## config.mk

```make
export PLATFORM = sky130hd
export DESIGN_NAME = sample_slicer_bit_packer
export DESIGN_NICKNAME = d
export VERILOG_FILES = /design/src/hw/rtl/ssbp_pkg.sv /design/src/hw/rtl/sample_slicer_bit_packer.sv /design/src/hw/rtl/ssbp_ram.sv /design/src/hw/rtl/ssbp_hist.sv /design/src/hw/rtl/ssbp_packer.sv /design/src/hw/rtl/ssbp_out_buf.sv
export SDC_FILE = /design/constraint.sdc
export NUM_CORES = 2
export LEC_CHECK = 0
export BUFFER_PORTS_ARGS = -buffer_cell sky130_fd_sc_hd__buf_2
export CAP_MARGIN = 20
export CORE_MARGIN = 1.5
export CORE_UTILIZATION = 53
export CTS_CLUSTER_SIZE = 14
export DETAILED_ROUTE_END_ITERATION = 6
export PLACE_DENSITY_LB_ADDON = 0.1
export SLEW_MARGIN = 40
export SYNTH_ARGS = -nofsm -noshare
export SYNTH_HDL_FRONTEND = slang
export SYNTH_SLANG_ARGS = --single-unit
export TNS_END_PERCENT = 1
```

## constraint.sdc

```tcl
create_clock -name clk -period 8.9 [get_ports clk]
set_input_delay 0.89 -clock clk [delete_from_list [all_inputs] [get_ports clk]]
set_output_delay 0.89 -clock clk [all_outputs]
set_load 0.005 [all_outputs]
```

## src/hw/rtl/ssbp_pkg.sv

```systemverilog
`timescale 1ns / 1ps
// ----------------------------------------------------------------------------
// ssbp_pkg
// Shared types and constants of the sample slicer and bit packer.
// ----------------------------------------------------------------------------
package ssbp_pkg;

  localparam int unsigned BITS_PER_BYTE = 8;

  localparam logic [7:0] CFG_SLICE_MODE       = 8'd0;
  localparam logic [7:0] CFG_SIMPLE_THRESHOLD = 8'd1;
  localparam logic [7:0] CFG_RISE_POINT       = 8'd2;
  localparam logic [7:0] CFG_FALL_POINT       = 8'd3;

  localparam logic       MODE_RESET   = 1'b0;
  localparam logic [7:0] THRESH_RESET = 8'd127;
  localparam logic [7:0] RISE_RESET   = 8'hc3;
  localparam logic [7:0] FALL_RESET   = 8'h3c;

  localparam logic CMD_FEED = 1'b0;
  localparam logic CMD_READ = 1'b1;

  localparam logic KIND_DATA   = 1'b0;
  localparam logic KIND_BUCKET = 1'b1;

  localparam logic MODE_SIMPLE  = 1'b0;
  localparam logic MODE_SCHMITT = 1'b1;

  typedef struct packed {
    logic       cmd;
    logic [7:0] sample;
    logic       end_of_input;
    logic [4:0] bucket_index;
  } in_item_t;

  typedef struct packed {
    logic        result_kind;
    logic [7:0]  packed_byte;
    logic [3:0]  bits_in_byte;
    logic        final_byte;
    logic [31:0] bucket_count;
  } out_item_t;

  typedef struct packed {
    logic       slice_mode;
    logic [7:0] simple_threshold;
    logic [7:0] rise_point;
    logic [7:0] fall_point;
  } slice_cfg_t;

  typedef struct packed {
    logic       emit;
    logic [7:0] packed_byte;
    logic [3:0] bits_in_byte;
    logic       final_byte;
  } pack_res_t;

endpackage

```

## src/hw/rtl/sample_slicer_bit_packer.sv

```systemverilog
`timescale 1ns / 1ps
// ----------------------------------------------------------------------------
// sample_slicer_bit_packer
// One-bit audio slicer with MSB-first bit packer and amplitude histogram.
// ----------------------------------------------------------------------------
// Accepts one word per cycle while the output buffer has room. A word is
// registered on accept, and in the next cycle the slicer, the packer and the
// histogram read-modify-write finish it; a result is then written into a
// two-entry output buffer, which drives out_valid. The histogram RAM read is
// launched at accept and a write-to-read bypass keeps back-to-back samples in
// the same bucket exact.
// Histogram counters start cleared after reset through per-bucket valid bits,
// with no clearing pass. Configuration writes are always taken (cfg_ready is
// high) and must only happen while no word is in flight.
// ----------------------------------------------------------------------------
module sample_slicer_bit_packer #(
  parameter int unsigned BUCKET_COUNT = 32,
  parameter int unsigned COUNT_WIDTH  = 32
) (
  input  logic               clk,
  input  logic               rst,
  input  logic               in_valid,
  output logic               in_ready,
  input  ssbp_pkg::in_item_t in_data,
  output logic               out_valid,
  input  logic               out_ready,
  output ssbp_pkg::out_item_t out_data,
  input  logic               cfg_valid,
  output logic               cfg_ready,
  input  logic [7:0]         cfg_index,
  input  logic [7:0]         cfg_data
);

  import ssbp_pkg::*;

  localparam int unsigned AW = (BUCKET_COUNT > 1) ? $clog2(BUCKET_COUNT) : 1;

  slice_cfg_t cfg;
  logic       s1_valid;
  in_item_t   s1_item;
  logic       accept;
  logic [1:0] level;
  logic       pop;

  logic [16:0]      prod;
  logic [8:0]       bsel;
  logic [AW-1:0]    rd_addr;
  logic             rd_oor;
  logic             feed;
  logic [COUNT_WIDTH-1:0] count;
  logic [63:0]      count_ext;
  pack_res_t        pres;
  logic             push;
  out_item_t        push_data;

  assign cfg_ready = 1'b1;

  always_ff @(posedge clk) begin
    if (rst) begin
      cfg.slice_mode       <= MODE_RESET;
      cfg.simple_threshold <= THRESH_RESET;
      cfg.rise_point       <= RISE_RESET;
      cfg.fall_point       <= FALL_RESET;
    end else if (cfg_valid) begin
      case (cfg_index)
        CFG_SLICE_MODE:       cfg.slice_mode       <= cfg_data[0];
        CFG_SIMPLE_THRESHOLD: cfg.simple_threshold <= cfg_data;
        CFG_RISE_POINT:       cfg.rise_point       <= cfg_data;
        CFG_FALL_POINT:       cfg.fall_point       <= cfg_data;
        default: begin
        end
      endcase
    end
  end

  // space check counts the word in flight and a pop at this edge
  assign pop      = out_valid && out_ready;
  assign in_ready = ({1'b0, level} + 3'(s1_valid)) <= (3'd1 + 3'(pop));
  assign accept   = in_valid && in_ready;

  always_comb begin
    prod = 17'(in_data.sample) * 17'(BUCKET_COUNT);
    bsel = prod[16:8];
    if (bsel >= 9'(BUCKET_COUNT)) begin
      bsel = 9'(BUCKET_COUNT - 1);
    end
    rd_oor = 1'b0;
    if (in_data.cmd == CMD_READ) begin
      rd_addr = AW'(in_data.bucket_index);
      rd_oor  = (9'(in_data.bucket_index) >= 9'(BUCKET_COUNT));
    end else begin
      rd_addr = AW'(bsel);
    end
  end

  always_ff @(posedge clk) begin
    if (rst) begin
      s1_valid <= 1'b0;
    end else begin
      s1_valid <= accept;
    end
  end

  always_ff @(posedge clk) begin
    if (accept) begin
      s1_item <= in_data;
    end
  end

  assign feed = s1_valid && (s1_item.cmd == CMD_FEED);

  ssbp_hist #(
    .BUCKET_COUNT (BUCKET_COUNT),
    .COUNT_WIDTH  (COUNT_WIDTH)
  ) u_hist (
    .clk     (clk),
    .rst     (rst),
    .rd_en   (accept),
    .rd_addr (rd_addr),
    .rd_oor  (rd_oor),
    .upd     (feed),
    .count   (count)
  );

  ssbp_packer u_packer (
    .clk    (clk),
    .rst    (rst),
    .feed   (feed),
    .sample (s1_item.sample),
    .last   (s1_item.end_of_input),
    .cfg    (cfg),
    .res    (pres)
  );

  always_comb begin
    count_ext = 64'(count);
    push_data = '0;
    if (s1_item.cmd == CMD_READ) begin
      push              = s1_valid;
      push_data.result_kind  = KIND_BUCKET;
      push_data.bucket_count = count_ext[31:0];
    end else begin
      push              = s1_valid && pres.emit;
      push_data.result_kind  = KIND_DATA;
      push_data.packed_byte  = pres.packed_byte;
      push_data.bits_in_byte = pres.bits_in_byte;
      push_data.final_byte   = pres.final_byte;
    end
  end

  ssbp_out_buf u_out_buf (
    .clk       (clk),
    .rst       (rst),
    .push      (push),
    .push_data (push_data),
    .out_valid (out_valid),
    .out_ready (out_ready),
    .out_data  (out_data),
    .level     (level)
  );

endmodule

```

## src/hw/rtl/ssbp_ram.sv

```systemverilog
`timescale 1ns / 1ps
// ----------------------------------------------------------------------------
// ssbp_ram
// Generic single-write, single-read RAM with registered read data.
// ----------------------------------------------------------------------------
module ssbp_ram #(
  parameter int unsigned WIDTH = 32,
  parameter int unsigned DEPTH = 32
) (
  input  logic                                      clk,
  input  logic                                      we,
  input  logic [((DEPTH > 1) ? $clog2(DEPTH) : 1)-1:0] waddr,
  input  logic [WIDTH-1:0]                          wdata,
  input  logic                                      re,
  input  logic [((DEPTH > 1) ? $clog2(DEPTH) : 1)-1:0] raddr,
  output logic [WIDTH-1:0]                          rdata
);

  logic [WIDTH-1:0] mem [DEPTH];

  always_ff @(posedge clk) begin
    if (we) begin
      mem[waddr] <= wdata;
    end
    if (re) begin
      rdata <= mem[raddr];
    end
  end

endmodule

```

## src/hw/rtl/ssbp_hist.sv

```systemverilog
`timescale 1ns / 1ps
// ----------------------------------------------------------------------------
// ssbp_hist
// Amplitude histogram: saturating counters in RAM with per-entry valid bits,
// read launched on accept, read-modify-write in the following cycle with bypass.
// ----------------------------------------------------------------------------
module ssbp_hist #(
  parameter int unsigned BUCKET_COUNT = 32,
  parameter int unsigned COUNT_WIDTH  = 32
) (
  input  logic                                             clk,
  input  logic                                             rst,
  input  logic                                             rd_en,
  input  logic [((BUCKET_COUNT > 1) ? $clog2(BUCKET_COUNT) : 1)-1:0] rd_addr,
  input  logic                                             rd_oor,
  input  logic                                             upd,
  output logic [COUNT_WIDTH-1:0]                           count
);

  localparam int unsigned AW = (BUCKET_COUNT > 1) ? $clog2(BUCKET_COUNT) : 1;

  logic [BUCKET_COUNT-1:0] vld;
  logic [AW-1:0]           addr_q;
  logic                    vld_q;
  logic                    oor_q;
  logic                    byp_hit;
  logic [COUNT_WIDTH-1:0]  byp_data;
  logic [COUNT_WIDTH-1:0]  ram_q;
  logic [COUNT_WIDTH-1:0]  cur;
  logic [COUNT_WIDTH-1:0]  wdata;

  always_comb begin
    if (oor_q) begin
      cur = '0;
    end else if (byp_hit) begin
      cur = byp_data;
    end else if (vld_q) begin
      cur = ram_q;
    end else begin
      cur = '0;
    end
    wdata = (cur == {COUNT_WIDTH{1'b1}}) ? cur : cur + COUNT_WIDTH'(1);
  end

  assign count = cur;

  ssbp_ram #(
    .WIDTH (COUNT_WIDTH),
    .DEPTH (BUCKET_COUNT)
  ) u_ram (
    .clk   (clk),
    .we    (upd),
    .waddr (addr_q),
    .wdata (wdata),
    .re    (rd_en),
    .raddr (rd_addr),
    .rdata (ram_q)
  );

  always_ff @(posedge clk) begin
    if (rst) begin
      vld <= '0;
    end else if (upd) begin
      vld[addr_q] <= 1'b1;
    end
  end

  always_ff @(posedge clk) begin
    if (rd_en) begin
      addr_q   <= rd_addr;
      vld_q    <= vld[rd_addr];
      oor_q    <= rd_oor;
      byp_hit  <= upd && (addr_q == rd_addr);
      byp_data <= wdata;
    end
  end

endmodule

```

## src/hw/rtl/ssbp_packer.sv

```systemverilog
`timescale 1ns / 1ps
// ----------------------------------------------------------------------------
// ssbp_packer
// Slices a sample to one bit (threshold or Schmitt trigger) and packs bits
// MSB first into bytes.
// ----------------------------------------------------------------------------
module ssbp_packer (
  input  logic               clk,
  input  logic               rst,
  input  logic               feed,
  input  logic [7:0]         sample,
  input  logic               last,
  input  ssbp_pkg::slice_cfg_t cfg,
  output ssbp_pkg::pack_res_t  res
);

  import ssbp_pkg::*;

  logic       schmitt_level;
  logic [7:0] bit_shifter;
  logic [2:0] bit_position;

  logic       level_next;
  logic       bit_val;
  logic [3:0] filled;
  logic [7:0] shifter_next;

  always_comb begin
    if (schmitt_level) begin
      level_next = !(sample < cfg.fall_point);
    end else begin
      level_next = (sample >= cfg.rise_point);
    end
    bit_val      = (cfg.slice_mode == MODE_SCHMITT) ? level_next
                                                   : (sample > cfg.simple_threshold);
    filled       = {1'b0, bit_position} + 4'd1;
    shifter_next = bit_shifter | ({bit_val, 7'b0} >> bit_position);
    res.emit         = (filled >= 4'(BITS_PER_BYTE)) || last;
    res.packed_byte  = shifter_next;
    res.bits_in_byte = filled;
    res.final_byte   = last;
  end

  always_ff @(posedge clk) begin
    if (rst) begin
      schmitt_level <= 1'b0;
      bit_shifter   <= '0;
      bit_position  <= '0;
    end else if (feed) begin
      if (cfg.slice_mode == MODE_SCHMITT) begin
        schmitt_level <= level_next;
      end
      if (res.emit) begin
        bit_shifter  <= '0;
        bit_position <= '0;
      end else begin
        bit_shifter  <= shifter_next;
        bit_position <= filled[2:0];
      end
    end
  end

endmodule

```

## src/hw/rtl/ssbp_out_buf.sv

```systemverilog
`timescale 1ns / 1ps
// ----------------------------------------------------------------------------
// ssbp_out_buf
// Two-entry result buffer driving the output channel.
// ----------------------------------------------------------------------------
module ssbp_out_buf (
  input  logic                clk,
  input  logic                rst,
  input  logic                push,
  input  ssbp_pkg::out_item_t push_data,
  output logic                out_valid,
  input  logic                out_ready,
  output ssbp_pkg::out_item_t out_data,
  output logic [1:0]          level
);

  import ssbp_pkg::*;

  out_item_t  slots [2];
  logic       wr_ptr;
  logic       rd_ptr;
  logic       pop;

  assign out_valid = (level != 2'd0);
  assign out_data  = slots[rd_ptr];
  assign pop       = out_valid && out_ready;

  always_ff @(posedge clk) begin
    if (rst) begin
      wr_ptr <= 1'b0;
      rd_ptr <= 1'b0;
      level  <= 2'd0;
    end else begin
      if (push) begin
        wr_ptr <= !wr_ptr;
      end
      if (pop) begin
        rd_ptr <= !rd_ptr;
      end
      level <= level + 2'(push) - 2'(pop);
    end
  end

  always_ff @(posedge clk) begin
    if (push) begin
      slots[wr_ptr] <= push_data;
    end
  end

endmodule

```

==> impl_metrics.csv <==
group,metric,value,unit
floorplanning,start_util,53.7,%
cells_and_area,multi_input_area,13200,um2
cts,cts_hold_buf,0,
pwr,powerDensity,283,nW/um2
cells_and_area,drive_gt1_share,21.2,%
floorplanning,die_x,314,um
cells_and_area,nNetsFinal,3292,
grt,grt_usage,26.8,%
yosys,synth_edf_count,1197,
grt,grt_antenna_before_repair,2,
cts,clk_pin_slew,60,ps
critical_path,cp_common_cell,"buf_4",
timing,skew,24.9,ps
flow_run,maxCapViolations,0,
pwr,irDropWorstVdd,181,uV
timing,layout_min_cycle_time,4590,ps
floorplanning,core,95400,um2
route,dr.pass1.iters,6,
grt,grt_max_degree,99,
cts,cts_tree,"yes",
route,drc,0,
cts,cts_resized,0,
grt,grt_pass1_wl,192,mm
critical_path,end_kind,"flop",
yosys,synth_area,51300,um2
critical_path,cp_slowest_stage_delay,660,ps
yosys,avgSynthCellArea,16.7,um2
critical_path,path_max_fanout,98,
critical_path,required,9350,ps
run_status,outcome,"complete, no violations",
floorplanning,pin_count,85,
timing,fmax,218,MHz
route,vias_per_cell,6.31,
cts,clk_latency,740,ps
place,gp_congestion,0.797,
place,place_area,54000,um2
cts,clock-root-buffer,"clkbuf_16",
critical_path,cp_slowest_cell,"buf_4",
grt,grt_overflow,0,
yosys,synth_top_area_share,70.1,%
floorplanning,die_h,314,um
yosys,syn_inst,3073,
place,dp_hpwl,72.3,mm
cts,numCtsBuffers,134,
cells_and_area,finish.utilization,61.0,%
critical_path,start_kind,"input pin",
pwr,leakage,19.1,nW
critical_path,critPathKind,"in -> reg",
cells_and_area,nFillCells,6900,
yosys,synth_top_cell_by_area,"edfxtp_1",
cells_and_area,stdcell_count,4596,
floorplanning,dieArea,98700,um2
timing,hold_violations,0,
yosys,yosysWarnings,0,
timing,tns,0,ps
hold_path,hp-class,"in -> reg",
timing,slew_viol_final,0,
route,antenna_left,0,
cts,ctsHtreeMaxLevel,4,
route,wl_per_cell,28.4,um
cts,postCtsSetupRepairBufs,0,
yosys,ys_async_sr_fraction,0,%
timing,setup_violations,0,
cells_and_area,synthToLayoutAreaGrowth,13.5,%
yosys,ys_seq_elements,1272,
cells_and_area,final_cell_area,58200,um2
place,place_inst,4350,
cts,clockBufferDepth,3,
critical_path,crit_family,"buffers and inverters",
yosys,synth_ff_type,"edfxtp_1",
cts,clock_sinks,1272,
critical_path,path_cells,"buf_2, and2_1, buf_4, nor2_4, buf_4, inv_8, buf_4, mux4_2, a22oi_1, a21oi_1, a21oi_1, nand2_1",
yosys,ys_types,69,
timing,slew_headroom,40.1,%
cells_and_area,regArea,37400,um2
route,dr_total_vias,29000,
floorplanning,row_count,113,
timing,rsz0062_at_grt,"no",
critical_path,cp.arrival,5040,ps
yosys,synth_fp_nets,3140,
critical_path,critical_path_buf_inv_count,5,
grt,grt_pass1_vias,29200,
place,portBuffers,83,
route,wl,130,mm
timing,tightest_slew,898,ps
route,drt_iter0_drc,3468,
timing,timing.final.crit_share,51.5,%
yosys,ys_seq_area_share,73.0,%
yosys,ys_top_cells_by_area,"edfxtp_1 (70%), mux4_2 (8.4%), dfxtp_1 (2.9%)",
[cells by family (layout without fill, tap and decap cells)]
| group | count (synthesis) | in the layout | share of synthesized area, % |
|---|---|---|---|
| simple gates | 624 | 624 | 6.09 |
| fa+ha+maj | 31 | 31 | 0.771 |
| compound gates | 568 | 568 | 7.32 |
| flops | 1272 | 1272 | 73.0 |
| buf+inv | 286 | 543 | 2.40 |
| mux | 255 | 255 | 9.80 |
| xor+xnor | 36 | 36 | 0.615 |
| other cells | 1 | 2 | 0.00731 |
[cell type report]
cell class / instances / share of cell area [%]
clock inverter: 60 / 0.872
sequential: 1272 / 64.3
multi-input combinational: 1515 / 22.7
inverter: 114 / 0.769
antenna: 1 / 0.00430
clock buffer: 181 / 6.33
timing repair buffer: 188 / 2.25
tap: 1265 / 2.72
[power breakdown]
group / internal (W) / total (W) / switching [W] / leakage [nW]
Sequential: 0.00792 / 0.00818 / 0.000263 / 11.6
Combinational: 0.000814 / 0.00292 / 0.00211 / 5.50
Clock: 0.00311 / 0.00535 / 0.00224 / 2.05
Total: 0.0118 / 0.0165 / 0.00462 / 19.1
[synthesized netlist by cell type, drive strengths merged (5+ instances only)]
cell type	instances
a211o	15
a21oi	119
a22oi	179
a31oi	5
a32oi	33
and2	19
buf	52
clkbuf	120
dfxtp	75
edfxtp	1197
ha	30
inv	114
mux2	46
mux2i	17
mux4	192
nand2	161
nand2b	140
nand3	48
nand3b	9
nand4	7
nand4b	12
nor2	154
nor2b	35
nor3	14
nor3b	7
o21ai	110
o22ai	33
o31ai	35
o41ai	10
xnor2	20
xor2	16
[state kept, by name, indices dropped and copies added, names as in the netlist, named ones only]
register                count
u_hist.u_ram.mem         1024
u_out_buf.slots            92
u_hist.byp_data            32
u_hist.u_ram.rdata         32
u_hist.vld                 32
cfg                        25
s1_item                    10
u_packer.bit_shifter        8
u_hist.addr_q               5
u_packer.bit_position       3
u_out_buf.level             2
s1_valid                    1
u_hist.byp_hit              1
u_hist.vld_q                1
u_out_buf.rd_ptr            1
u_out_buf.wr_ptr            1
u_packer.schmitt_level      1
[layer usage]
| layer | GRT usage (%) | vias up | part of all wire, % | wire length [um] |
|---|---|---|---|---|
| li1 | - | 12400 | - | - |
| met1 | 37.7 | 15100 | 41 | 53600 |
| met2 | 42.9 | 1293 | 47 | 62000 |
| met3 | 5.08 | 202 | 8.7 | 11300 |
| met4 | 8.28 | 0 | 2.7 | 3520 |
| met5 | 0 | - | 0 | 0 |
[per-stage QoR]
| step | hold WS (ps) | total power, W | setup WS [ps] |
|---|---|---|---|
| 2_1_floorplan | 420 | 0.00979 | 4640 |
| 3_3_place_gp | 431 | 0.0110 | 3640 |
| 3_5_place_dp | 438 | 0.0112 | 3610 |
| 4_1_cts | 287 | 0.0165 | 4390 |
| 5_1_grt | 312 | 0.0170 | 4230 |
| 6_report | 336 | 0.0165 | 4310 |
[placed cells by master, fill, tap and decap left out, types with 37 or more instances in the layout]
master     instances
nand2_1          160
nor2_1           113
buf_2             84
buf_4             90
mux2_2            46
a21oi_1          116
edfxtp_1        1197
mux4_2           192
a22oi_1          176
dfxtp_1           74
nand2b_1         140
inv_1            110
clkbuf_16        139
clkbuf_1          37
nand3_1           47
o21ai_0          108
nor2_4            37
[worst paths after layout]
kind                                             start                           endpoint  slack, ps  cells past startpoint
worst max-delay path                       in_data[14]   u_hist.u_ram.rdata[26]$_DFFE_PP_       4310                     12
worst min-delay path                        in_data[6]               s1_item[6]$_DFFE_PP_        340                      1
worst max register to register  u_hist.vld_q$_DFFE_PP_  u_hist.u_ram.mem[16][4]$_DFFE_PP_       4880                     12
worst min register to register     cfg[7]$_SDFFE_PP0P_                cfg[7]$_SDFFE_PP0P_        450                      2
(Power assumes the default switching activity.)
